`config.mk`:
```
export PLATFORM = sky130hd
export DESIGN_NAME = can_control_frame_checker_unit_flat
export DESIGN_NICKNAME = d
export VERILOG_FILES = /design/src/design/ccfc_pkg.sv /design/src/design/ccfc_if.sv /design/src/design/ccfc_front.sv /design/src/design/ccfc_queue.sv /design/src/design/ccfc_back.sv /design/src/design/can_control_frame_checker_unit.sv /design/src/flat_wrapper.sv
export SDC_FILE = /design/constraint.sdc
export NUM_CORES = 2
export LEC_CHECK = 0
export ABC_AREA = 1
export BUFFER_PORTS_ARGS = -buffer_cell sky130_fd_sc_hd__buf_2
export CAP_MARGIN = 10
export CORE_MARGIN = 4
export CORE_UTILIZATION = 44
export CTS_CLUSTER_DIAMETER = 50
export DETAILED_ROUTE_END_ITERATION = 10
export GPL_ROUTABILITY_DRIVEN = 0
export GPL_TIMING_DRIVEN = 0
export HOLD_SLACK_MARGIN = 0.02
export PLACE_DENSITY = 0.58
export SETUP_SLACK_MARGIN = 0.3
export SLEW_MARGIN = 20
export SYNTH_ARGS = -nofsm -noshare
export SYNTH_HDL_FRONTEND = slang
export SYNTH_SLANG_ARGS = --single-unit
```
`constraint.sdc`:
```
create_clock -name clk -period 23.8 [get_ports clk]
set_input_delay 0 -clock clk [delete_from_list [all_inputs] [get_ports clk]]
set_output_delay 0 -clock clk [all_outputs]
set_load 0.01 [all_outputs]
```
`src/design/ccfc_pkg.sv`:
```
// shared types, register indexes and reject codes for the can control frame checker
// used by every module of the block; no dependencies

package ccfc_pkg;

  localparam int NumStages = 9;
  localparam int QueueDepth = 4;
  localparam int QueuePtrW = $clog2(QueueDepth);

  localparam logic [2:0] REG_FRAME_ID   = 3'd0;
  localparam logic [2:0] REG_CRC_POLY   = 3'd1;
  localparam logic [2:0] REG_CRC_INIT   = 3'd2;
  localparam logic [2:0] REG_CRC_XOR    = 3'd3;
  localparam logic [2:0] REG_SPEED_MIN  = 3'd4;
  localparam logic [2:0] REG_SPEED_MAX  = 3'd5;
  localparam logic [2:0] REG_YAW_MIN    = 3'd6;
  localparam logic [2:0] REG_YAW_MAX    = 3'd7;

  localparam logic [3:0] RSN_NONE      = 4'd0;
  localparam logic [3:0] RSN_ID        = 4'd1;
  localparam logic [3:0] RSN_LENGTH    = 4'd2;
  localparam logic [3:0] RSN_EXTENDED  = 4'd3;
  localparam logic [3:0] RSN_REMOTE    = 4'd4;
  localparam logic [3:0] RSN_RESERVED  = 4'd5;
  localparam logic [3:0] RSN_CMD_VALID = 4'd6;
  localparam logic [3:0] RSN_CRC       = 4'd7;
  localparam logic [3:0] RSN_MODE      = 4'd8;
  localparam logic [3:0] RSN_RANGE     = 4'd9;
  localparam logic [3:0] RSN_HOLD      = 4'd10;

  localparam logic [3:0] CtrlLength = 4'd8;
  localparam logic [7:0] CmdValidByte = 8'h01;

  typedef struct packed {
    logic [10:0]        frame_id;
    logic [7:0]         crc_poly;
    logic [7:0]         crc_init;
    logic [7:0]         crc_xor;
    logic signed [15:0] speed_min;
    logic signed [15:0] speed_max;
    logic signed [15:0] yaw_min;
    logic signed [15:0] yaw_max;
  } cfg_t;

  // frame in flight through the crc stages
  typedef struct packed {
    logic [3:0]  reason;
    logic [7:0]  id_hi;
    logic [7:0]  crc;
    logic [63:0] payload;
  } stage_t;

  // classified frame handed from front to back
  typedef struct packed {
    logic [3:0]  reason;
    logic [7:0]  crc;
    logic [63:0] payload;
  } item_t;

endpackage

```
`src/design/ccfc_if.sv`:
```
// valid/ready channel interfaces for received frames and check results
// no dependencies

interface ccfc_frame_if;
  logic        valid;
  logic        ready;
  logic [28:0] frame_id;
  logic [3:0]  frame_length;
  logic        extended_flag;
  logic        remote_flag;
  logic [63:0] payload;

  modport source(output valid, frame_id, frame_length, extended_flag, remote_flag, payload,
                 input ready);
  modport sink(input valid, frame_id, frame_length, extended_flag, remote_flag, payload,
               output ready);
endinterface

interface ccfc_result_if;
  logic               valid;
  logic               ready;
  logic               accepted;
  logic [3:0]         reject_reason;
  logic               mode;
  logic signed [15:0] speed_raw;
  logic signed [15:0] yaw_raw;
  logic [3:0]         rolling_count;

  modport source(output valid, accepted, reject_reason, mode, speed_raw, yaw_raw,
                 rolling_count, input ready);
  modport sink(input valid, accepted, reject_reason, mode, speed_raw, yaw_raw,
               rolling_count, output ready);
endinterface

```
`src/design/ccfc_front.sv`:
```
// front: takes frames, flags header faults and runs the crc one byte per stage
// depends on ccfc_pkg and ccfc_if

module ccfc_front
  import ccfc_pkg::*;
(
  input  logic          clk,
  input  logic          rst,
  input  cfg_t          cfg,
  ccfc_frame_if.sink    frame,
  output logic          push_valid,
  input  logic          push_ready,
  output item_t         push_item
);

  function automatic logic [7:0] crc_byte(input logic [7:0] crc_in, input logic [7:0] b,
                                          input logic [7:0] poly);
    logic [7:0] c;
    c = crc_in ^ b;
    for (int i = 0; i < 8; i++) begin
      if (c[7]) begin
        c = {c[6:0], 1'b0} ^ poly;
      end else begin
        c = {c[6:0], 1'b0};
      end
    end
    return c;
  endfunction

  logic   vld [NumStages];
  stage_t stg [NumStages];
  logic   advance;
  logic [3:0] in_reason;
  stage_t in_stage;
  logic [7:0] crc_next [NumStages];

  // whole pipe moves unless the last stage is blocked by a full queue
  assign advance = !vld[NumStages-1] || push_ready;
  assign frame.ready = advance;

  always_comb begin
    if (frame.frame_id != {18'd0, cfg.frame_id}) begin
      in_reason = RSN_ID;
    end else if (frame.frame_length != CtrlLength) begin
      in_reason = RSN_LENGTH;
    end else if (frame.extended_flag) begin
      in_reason = RSN_EXTENDED;
    end else if (frame.remote_flag) begin
      in_reason = RSN_REMOTE;
    end else if (frame.payload[47:44] != 4'd0 || frame.payload[55:49] != 7'd0) begin
      in_reason = RSN_RESERVED;
    end else if (frame.payload[55:48] != CmdValidByte) begin
      in_reason = RSN_CMD_VALID;
    end else begin
      in_reason = RSN_NONE;
    end
  end

  always_comb begin
    in_stage.reason  = in_reason;
    in_stage.id_hi   = frame.frame_id[15:8];
    in_stage.crc     = crc_byte(cfg.crc_init, frame.frame_id[7:0], cfg.crc_poly);
    in_stage.payload = frame.payload;
  end

  // stage 1 folds in the id high byte, stages 2..8 fold in payload bytes 0..6
  always_comb begin
    crc_next[0] = in_stage.crc;
    crc_next[1] = crc_byte(stg[0].crc, stg[0].id_hi, cfg.crc_poly);
    for (int k = 2; k < NumStages; k++) begin
      crc_next[k] = crc_byte(stg[k-1].crc, stg[k-1].payload[8*(k-2) +: 8], cfg.crc_poly);
    end
  end

  always_ff @(posedge clk) begin
    if (rst) begin
      for (int k = 0; k < NumStages; k++) begin
        vld[k] <= 1'b0;
      end
    end else if (advance) begin
      vld[0] <= frame.valid;
      for (int k = 1; k < NumStages; k++) begin
        vld[k] <= vld[k-1];
      end
    end
  end

  always_ff @(posedge clk) begin
    if (advance) begin
      stg[0] <= '{reason: in_stage.reason, id_hi: in_stage.id_hi, crc: crc_next[0],
                  payload: in_stage.payload};
      for (int k = 1; k < NumStages; k++) begin
        stg[k] <= '{reason: stg[k-1].reason, id_hi: stg[k-1].id_hi, crc: crc_next[k],
                    payload: stg[k-1].payload};
      end
    end
  end

  assign push_valid        = vld[NumStages-1];
  assign push_item.reason  = stg[NumStages-1].reason;
  assign push_item.crc     = stg[NumStages-1].crc;
  assign push_item.payload = stg[NumStages-1].payload;

endmodule

```
`src/design/ccfc_queue.sv`:
```
// short fifo of classified frames between front and back
// depends on ccfc_pkg

module ccfc_queue
  import ccfc_pkg::*;
(
  input  logic  clk,
  input  logic  rst,
  input  logic  push_valid,
  output logic  push_ready,
  input  item_t push_item,
  output logic  pop_valid,
  input  logic  pop,
  output item_t pop_item
);

  item_t mem [QueueDepth];
  logic [QueuePtrW-1:0] wr_ptr;
  logic [QueuePtrW-1:0] rd_ptr;
  logic [QueuePtrW:0]   count;
  logic do_push;
  logic do_pop;

  assign push_ready = (count != QueueDepth[QueuePtrW:0]);
  assign pop_valid  = (count != '0);
  assign do_push    = push_valid && push_ready;
  assign do_pop     = pop && pop_valid;
  assign pop_item   = mem[rd_ptr];

  always_ff @(posedge clk) begin
    if (rst) begin
      wr_ptr <= '0;
      rd_ptr <= '0;
      count  <= '0;
    end else begin
      if (do_push) begin
        wr_ptr <= wr_ptr + 1'b1;
      end
      if (do_pop) begin
        rd_ptr <= rd_ptr + 1'b1;
      end
      if (do_push && !do_pop) begin
        count <= count + 1'b1;
      end else if (do_pop && !do_push) begin
        count <= count - 1'b1;
      end
    end
  end

  always_ff @(posedge clk) begin
    if (do_push) begin
      mem[wr_ptr] <= push_item;
    end
  end

endmodule

```
`src/design/ccfc_back.sv`:
```
// back: crc compare, mode and limit checks, registered result beat
// depends on ccfc_pkg and ccfc_if

module ccfc_back
  import ccfc_pkg::*;
(
  input  logic          clk,
  input  logic          rst,
  input  cfg_t          cfg,
  input  logic          pop_valid,
  output logic          pop,
  input  item_t         pop_item,
  ccfc_result_if.source result
);

  logic [7:0]         mode_byte;
  logic signed [15:0] spd;
  logic signed [15:0] yaw;
  logic [3:0]         reason;
  logic               out_vld;

  assign mode_byte = pop_item.payload[39:32];
  assign spd       = pop_item.payload[15:0];
  assign yaw       = pop_item.payload[31:16];

  always_comb begin
    if (pop_item.reason != RSN_NONE) begin
      reason = pop_item.reason;
    end else if (pop_item.payload[63:56] != (pop_item.crc ^ cfg.crc_xor)) begin
      reason = RSN_CRC;
    end else if (mode_byte > 8'd1) begin
      reason = RSN_MODE;
    end else if (spd < cfg.speed_min || spd > cfg.speed_max ||
                 yaw < cfg.yaw_min || yaw > cfg.yaw_max) begin
      reason = RSN_RANGE;
    end else if (mode_byte == 8'd0 && (spd != 16'sd0 || yaw != 16'sd0)) begin
      reason = RSN_HOLD;
    end else begin
      reason = RSN_NONE;
    end
  end

  // output register takes a new beat when empty or being drained
  assign pop          = pop_valid && (!out_vld || result.ready);
  assign result.valid = out_vld;

  always_ff @(posedge clk) begin
    if (rst) begin
      out_vld <= 1'b0;
    end else if (!out_vld || result.ready) begin
      out_vld <= pop_valid;
    end
  end

  always_ff @(posedge clk) begin
    if (pop) begin
      result.reject_reason <= reason;
      if (reason == RSN_NONE) begin
        result.accepted      <= 1'b1;
        result.mode          <= mode_byte[0];
        result.speed_raw     <= spd;
        result.yaw_raw       <= yaw;
        result.rolling_count <= pop_item.payload[43:40];
      end else begin
        result.accepted      <= 1'b0;
        result.mode          <= 1'b0;
        result.speed_raw     <= '0;
        result.yaw_raw       <= '0;
        result.rolling_count <= '0;
      end
    end
  end

endmodule

```
`src/design/can_control_frame_checker_unit.sv`:
```
// top level of the can control frame checker: config registers, front, queue, back
// depends on ccfc_pkg, ccfc_if, ccfc_front, ccfc_queue and ccfc_back
//
//   port      dir  kind                 beat
//   frame     in   ccfc_frame_if.sink   one received can frame
//   result    out  ccfc_result_if.src   accept flag, reject reason and decoded fields
//   cfg_*     in   write port           one register write per cycle with cfg_we
//
// one frame per cycle sustained while the result side is ready; a frame passes through the
// byte-wide crc stages, then the queue, then the result register before its result.
// rst is synchronous; it clears pipe valids, queue pointers and the result valid, and loads config defaults.
// a stalled result fills the 4-entry queue first; only then does frame.ready drop.

module can_control_frame_checker_unit
  import ccfc_pkg::*;
(
  input  logic          clk,
  input  logic          rst,
  ccfc_frame_if.sink    frame,
  ccfc_result_if.source result,
  input  logic          cfg_we,
  input  logic [2:0]    cfg_index,
  input  logic [15:0]   cfg_data
);

  cfg_t  cfg;
  logic  push_valid;
  logic  push_ready;
  item_t push_item;
  logic  pop_valid;
  logic  pop;
  item_t pop_item;

  always_ff @(posedge clk) begin
    if (rst) begin
      cfg.frame_id  <= '0;
      cfg.crc_poly  <= 8'h1d;
      cfg.crc_init  <= 8'hff;
      cfg.crc_xor   <= 8'hff;
      cfg.speed_min <= 16'sh8000;
      cfg.speed_max <= 16'sh7fff;
      cfg.yaw_min   <= 16'sh8000;
      cfg.yaw_max   <= 16'sh7fff;
    end else if (cfg_we) begin
      case (cfg_index)
        REG_FRAME_ID:  cfg.frame_id  <= cfg_data[10:0];
        REG_CRC_POLY:  cfg.crc_poly  <= cfg_data[7:0];
        REG_CRC_INIT:  cfg.crc_init  <= cfg_data[7:0];
        REG_CRC_XOR:   cfg.crc_xor   <= cfg_data[7:0];
        REG_SPEED_MIN: cfg.speed_min <= cfg_data;
        REG_SPEED_MAX: cfg.speed_max <= cfg_data;
        REG_YAW_MIN:   cfg.yaw_min   <= cfg_data;
        REG_YAW_MAX:   cfg.yaw_max   <= cfg_data;
        default: ;
      endcase
    end
  end

  ccfc_front u_front (
    .clk       (clk),
    .rst       (rst),
    .cfg       (cfg),
    .frame     (frame),
    .push_valid(push_valid),
    .push_ready(push_ready),
    .push_item (push_item)
  );

  ccfc_queue u_queue (
    .clk       (clk),
    .rst       (rst),
    .push_valid(push_valid),
    .push_ready(push_ready),
    .push_item (push_item),
    .pop_valid (pop_valid),
    .pop       (pop),
    .pop_item  (pop_item)
  );

  ccfc_back u_back (
    .clk      (clk),
    .rst      (rst),
    .cfg      (cfg),
    .pop_valid(pop_valid),
    .pop      (pop),
    .pop_item (pop_item),
    .result   (result)
  );

endmodule

```
`src/flat_wrapper.sv`:
```
// flat-port wrapper written by rule: the top's interface ports become plain ports
module can_control_frame_checker_unit_flat import ccfc_pkg::*;
  (clk, rst, cfg_we, cfg_index, cfg_data, frame_valid, frame_frame_id, frame_frame_length, frame_extended_flag, frame_remote_flag, frame_payload, frame_ready, result_valid, result_accepted, result_reject_reason, result_mode, result_speed_raw, result_yaw_raw, result_rolling_count, result_ready);
  ccfc_frame_if frame_i ();
  ccfc_result_if result_i ();
  input  logic clk;
  input  logic rst;
  input  logic cfg_we;
  input  logic [2:0] cfg_index;
  input  logic [15:0] cfg_data;
  input wire logic [$bits(frame_i.valid)-1:0] frame_valid;
  input wire logic [$bits(frame_i.frame_id)-1:0] frame_frame_id;
  input wire logic [$bits(frame_i.frame_length)-1:0] frame_frame_length;
  input wire logic [$bits(frame_i.extended_flag)-1:0] frame_extended_flag;
  input wire logic [$bits(frame_i.remote_flag)-1:0] frame_remote_flag;
  input wire logic [$bits(frame_i.payload)-1:0] frame_payload;
  output wire logic [$bits(frame_i.ready)-1:0] frame_ready;
  output wire logic [$bits(result_i.valid)-1:0] result_valid;
  output wire logic [$bits(result_i.accepted)-1:0] result_accepted;
  output wire logic [$bits(result_i.reject_reason)-1:0] result_reject_reason;
  output wire logic [$bits(result_i.mode)-1:0] result_mode;
  output wire logic [$bits(result_i.speed_raw)-1:0] result_speed_raw;
  output wire logic [$bits(result_i.yaw_raw)-1:0] result_yaw_raw;
  output wire logic [$bits(result_i.rolling_count)-1:0] result_rolling_count;
  input wire logic [$bits(result_i.ready)-1:0] result_ready;
  assign frame_i.valid = frame_valid;
  assign frame_i.frame_id = frame_frame_id;
  assign frame_i.frame_length = frame_frame_length;
  assign frame_i.extended_flag = frame_extended_flag;
  assign frame_i.remote_flag = frame_remote_flag;
  assign frame_i.payload = frame_payload;
  assign frame_ready = frame_i.ready;
  assign result_valid = result_i.valid;
  assign result_accepted = result_i.accepted;
  assign result_reject_reason = result_i.reject_reason;
  assign result_mode = result_i.mode;
  assign result_speed_raw = result_i.speed_raw;
  assign result_yaw_raw = result_i.yaw_raw;
  assign result_rolling_count = result_i.rolling_count;
  assign result_i.ready = result_ready;
  can_control_frame_checker_unit u_core (.clk(clk), .rst(rst), .frame(frame_i), .result(result_i), .cfg_we(cfg_we), .cfg_index(cfg_index), .cfg_data(cfg_data));
endmodule
```
==> qor.tcl <==
set qor(run_status) {finished, final reports clean}
set qor(drt_first_iter_violations) 3300
set qor(postSynthCellCount) 4602
set qor(final_worst_path_cycle_share_pct) 24.3
set qor(power.density_nw_per_um2) 141
set qor(r2r_setup_slack_ns) 18.02
set qor(initial_antenna_violation_count) 4
set qor(die-width_um) 343
set qor(fin_setup_tns_ns) 0
set qor(io_buffer_count) 165
set qor(worstSetupStartpointType) {flip-flop}
set qor(critical_register_to_register_path_startpoint) {u_core.cfg[83]$_SDFFE_PP1P_}
set qor(grt.total_usage_pct) 23.0
set qor(count_of_flip_flops_with_a_built_in_enable_after_synthesis) 970
set qor(worst_setup_path_endpoint) {u_core.u_front.stg[0][403]$_DFFE_PP_}
set qor(floorplan.die_area_um2) 117000
set qor(sequential_standard_cell_area_um2) 31300
set qor(worst_clock_skew_ns) 0.0742
set qor(maxSlewViolCount) 0
set qor(grt_pass1_vias) 32100
set qor(tritoncts.num_buffers) 119
set qor(timing.critical_path.to_type) {flip-flop}
set qor(dpl.hpwl_um) 94300
set qor(synth_seq_area_share_pct) 63.5
set qor(ys_ff_latch) 1079
set qor(power_frac_comb_pct) 47.9
set qor(syn_to_final_growth_pct) 19.0
set qor(grt_first_pass_wirelength_um) 201000
set qor(floorplan.io_pins) 167
set qor(route.detailed.vias_per_inst) 5.17
set qor(yosysMostFrequentCell) {sky130_fd_sc_hd__nand2_1}
set qor(globalRoute.totalOverflow) 0
set qor(detail_route.first_pass.iterations) 6
set qor(placeableCoreArea_um2) 111000
set qor(slew-limit-headroom_pct) 18.1
set qor(fmaxAchievable_mhz) 173
set qor(report.final.hold_viol_count) 0
set qor(holdBufCountCts) 185
set qor(finalNetCount) 5293
set qor(critical_path_peak_fanout) 10
set qor(multi_input_area_um2) 15500
set qor(yosysWarnings) 0
set qor(detailed_route_wire_length_per_cell_um) 20.4
set qor(fin_hold_ws_ns) 0.0763
set qor(cell_by_cell_trace_of_the_critical_path) {buf_2 > buf_2 > buf_1 > clkbuf_1 > clkbuf_1 > buf_1 > buf_2 > nand2_1 > nand3_1 > nand2_1}
set qor(setup.worst_path.class) {flip-flop to flip-flop}
set qor(cts.repair_timing.setup_buffer_count) 0
set qor(timing.critical_path.buf_inv) 7
set qor(setup_repair_after_global_routing_missed_its_margin) {false}
set qor(synth_top_cells_by_count) {sky130_fd_sc_hd__nand2_1, sky130_fd_sc_hd__edfxtp_1, sky130_fd_sc_hd__inv_1}
set qor(synth.area.top_cells) {sky130_fd_sc_hd__edfxtp_1, sky130_fd_sc_hd__nand2_1, sky130_fd_sc_hd__dfxtp_1}
set qor(dieHeight_um) 343
set qor(syn_area_per_cell_um2) 10.7
set qor(leakage_nw) 24.4
set qor(cts_htree_levels) 3
set qor(tritoncts) {done}
set qor(critPathTopFamily) {buffers and inverters}
set qor(detail_route.wirelength_um) 137000
set qor(power.net_switching_mw) 3.50
set qor(switching_share_pct) 42.3
set qor(initial_core_util_pct) 44.4
set qor(routed-via-count) 34600
set qor(drive_gt1_share_pct) 12.5
set qor(drc) 0
set qor(ys.flop_type) {sky130_fd_sc_hd__edfxtp_1}
set qor(layout_min_cycle_time_ns) 5.78
set qor(maxCapViolCount) 0
set qor(finalSetupViolCount) 0
set qor(timing.critical_path.required_ns) 24.22
set qor(tritoncts_sink_count) 1079
set qor(cp.depth) 10
set qor(num-fill-cells) 9710
set qor(power_frac_seq_pct) 29.7
set qor(synth_top_cell_by_area) {sky130_fd_sc_hd__edfxtp_1}
set qor(largest_net_degree_at_the_start_of_global_routing) 53
set qor(proportion_of_netlist_area_held_by_the_largest_area_contributor_pct) 59.1
set qor(clock-root-buffer) {sky130_fd_sc_hd__clkbuf_16}
set qor(cp-startpoint) {u_core.cfg[83]$_SDFFE_PP1P_}
set qor(clkPwrFrac_pct) 22.4
set qor(r2r-end) {u_core.u_front.stg[0][403]$_DFFE_PP_}
set qor(mappedNetlistNets) 4793
set qor(cpMostUsedCell) {sky130_fd_sc_hd__buf_2}
set qor(cell_area_after_technology_mapping_um2) 49300
set qor(timing.reg2reg.worst_path_depth) 10
set qor(clk-insertion-delay-late_ns) 0.73
set qor(antenna_violating_nets_post_route) 0
set qor(vdd.ir_drop.worst_mv) 0.0761
set qor(async_flop_share_pct) 0
set qor(yosysUniqueCellTypes) 57
set qor(worst_setup_hold_path_clk_slew_ns) 0.06
set qor(hold_path_class) {input pin to flip-flop}
set qor(worst_path_largest_cell_delay_ns) 0.78
set qor(worst_slew_pin_slew_ns) 1.23
set qor(cts-resized-gates) 0
set qor(clk_path_buf_depth) 3
set qor(timing.critical_path.slowest_stage_cell) {sky130_fd_sc_hd__clkbuf_1}
set qor(cellInternalPower_mw) 4.77
set qor(critical_path_at_ns) 6.21
set qor(rows) 122
[cell families (layout without fill, tap and decap cells)]
family	Yosys count	count (layout)	share of synthesized area [%]
and+or+nand+nor	2044	2044	18.2
xor gates and xnor gates	349	349	6.25
other	0	4	0
adders and majority gates	68	68	1.74
AOI/OAI and AO/OA	443	443	5.11
buffers and inverters	619	1223	5.17
DFF	1079	1079	63.5
[per-layer routing]
| metal | share of wire [%] | track usage (%) | vias up | routed length (um) |
|---|---|---|---|---|
| li1 | - | - | 16600 | - |
| met1 | 42 | 31.3 | 16300 | 57000 |
| met2 | 45 | 36.5 | 1415 | 61600 |
| met3 | 8.1 | 3.73 | 339 | 11100 |
| met4 | 5.1 | 10.5 | 0 | 6920 |
| met5 | 0 | 0 | - | 0 |
[power groups by stage]
stage | sequential [mW] | clock [mW] | combinational, mW
after floorplan | 2.49 | 0 | 2.84
after global placement | 2.50 | 0 | 3.78
after detailed placement | 2.50 | 0 | 3.85
after CTS | 2.46 | 1.90 | 3.90
after global routing | 2.47 | 1.98 | 4.38
final | 2.46 | 1.85 | 3.96
[worst min path at each step]
| stage | end | cells past startpoint | startpoint | slack (ns) |
|---|---|---|---|---|
| after floorplan | u_core.u_front.stg[0][0]$_DFFE_PP_ | 0 | frame_payload[0] | 0.1 |
| after CTS | u_core.u_front.stg[0][41]$_DFFE_PP_ | 2 | frame_payload[41] | 0.02 |
| after global placement | u_core.u_front.stg[0][30]$_DFFE_PP_ | 1 | frame_payload[30] | 0.18 |
| final | u_core.u_front.stg[0][34]$_DFFE_PP_ | 2 | frame_payload[34] | 0.08 |
| after global routing | u_core.u_front.stg[0][34]$_DFFE_PP_ | 2 | frame_payload[34] | 0.05 |
| after detailed placement | u_core.u_front.stg[0][16]$_DFFE_PP_ | 1 | frame_payload[16] | 0.18 |
[cell type report]
class	count	share of cell area [%]
antenna	4	0.0171
buffer	173	1.49
clock buffer	133	5.17
clock inverter	92	1.76
inverter	446	2.85
multi-input combinational	2904	26.4
sequential	1079	53.4
tap	1488	3.17
timing repair buffer	379	5.73
[layout by cell type, fill, tap and decap left out, drive strengths merged, types with 12 or more instances in the layout]
| cell | count |
|---|---|
| a21oi | 133 |
| a32oi | 24 |
| buf | 290 |
| bufinv | 12 |
| clkbuf | 210 |
| clkinv | 59 |
| dfxtp | 109 |
| dlygate4sd3 | 185 |
| edfxtp | 970 |
| ha | 67 |
| inv | 457 |
| nand2 | 1183 |
| nand3 | 420 |
| nand4 | 22 |
| nor2 | 349 |
| nor3 | 43 |
| o211ai | 25 |
| o21ai | 205 |
| o22ai | 18 |
| xnor2 | 194 |
| xor2 | 155 |
[metrics by stage]
step / utilization, % / cells / instance area, um^2 / worst slack [ns] / total power [mW]
2_1_floorplan: - / 4602 / 49300 / 2.00 / 5.33
6_report: 52.9 / 6698 / 58700 / 18.02 / 8.27
3_5_place_dp: 47.5 / 6284 / 52700 / 18.29 / 6.35
3_3_place_gp: 46.8 / 6255 / 52000 / -7.41 / 6.28
5_1_grt: 52.8 / 6696 / 58600 / 18.10 / 8.84
4_1_cts: 52.8 / 6694 / 58600 / 18.26 / 8.25
[state kept, by name (all words and copies together) (netlist names), 2 cells and up, named ones only]
| name | flops |
|---|---|
| u_core.u_back.result.reject_reason | 4 |
| u_core.u_queue.rd_ptr | 2 |
| u_core.u_queue.wr_ptr | 2 |
| u_core.u_back.result.speed_raw | 16 |
| u_core.cfg | 99 |
| u_core.u_front.vld | 9 |
| u_core.u_queue.count | 3 |
| u_core.u_front.stg | 667 |
| u_core.u_back.result.rolling_count | 4 |
| u_core.u_queue.mem | 252 |
| u_core.u_back.result.yaw_raw | 16 |
Note: power is estimated with default switching activity, not from simulation.
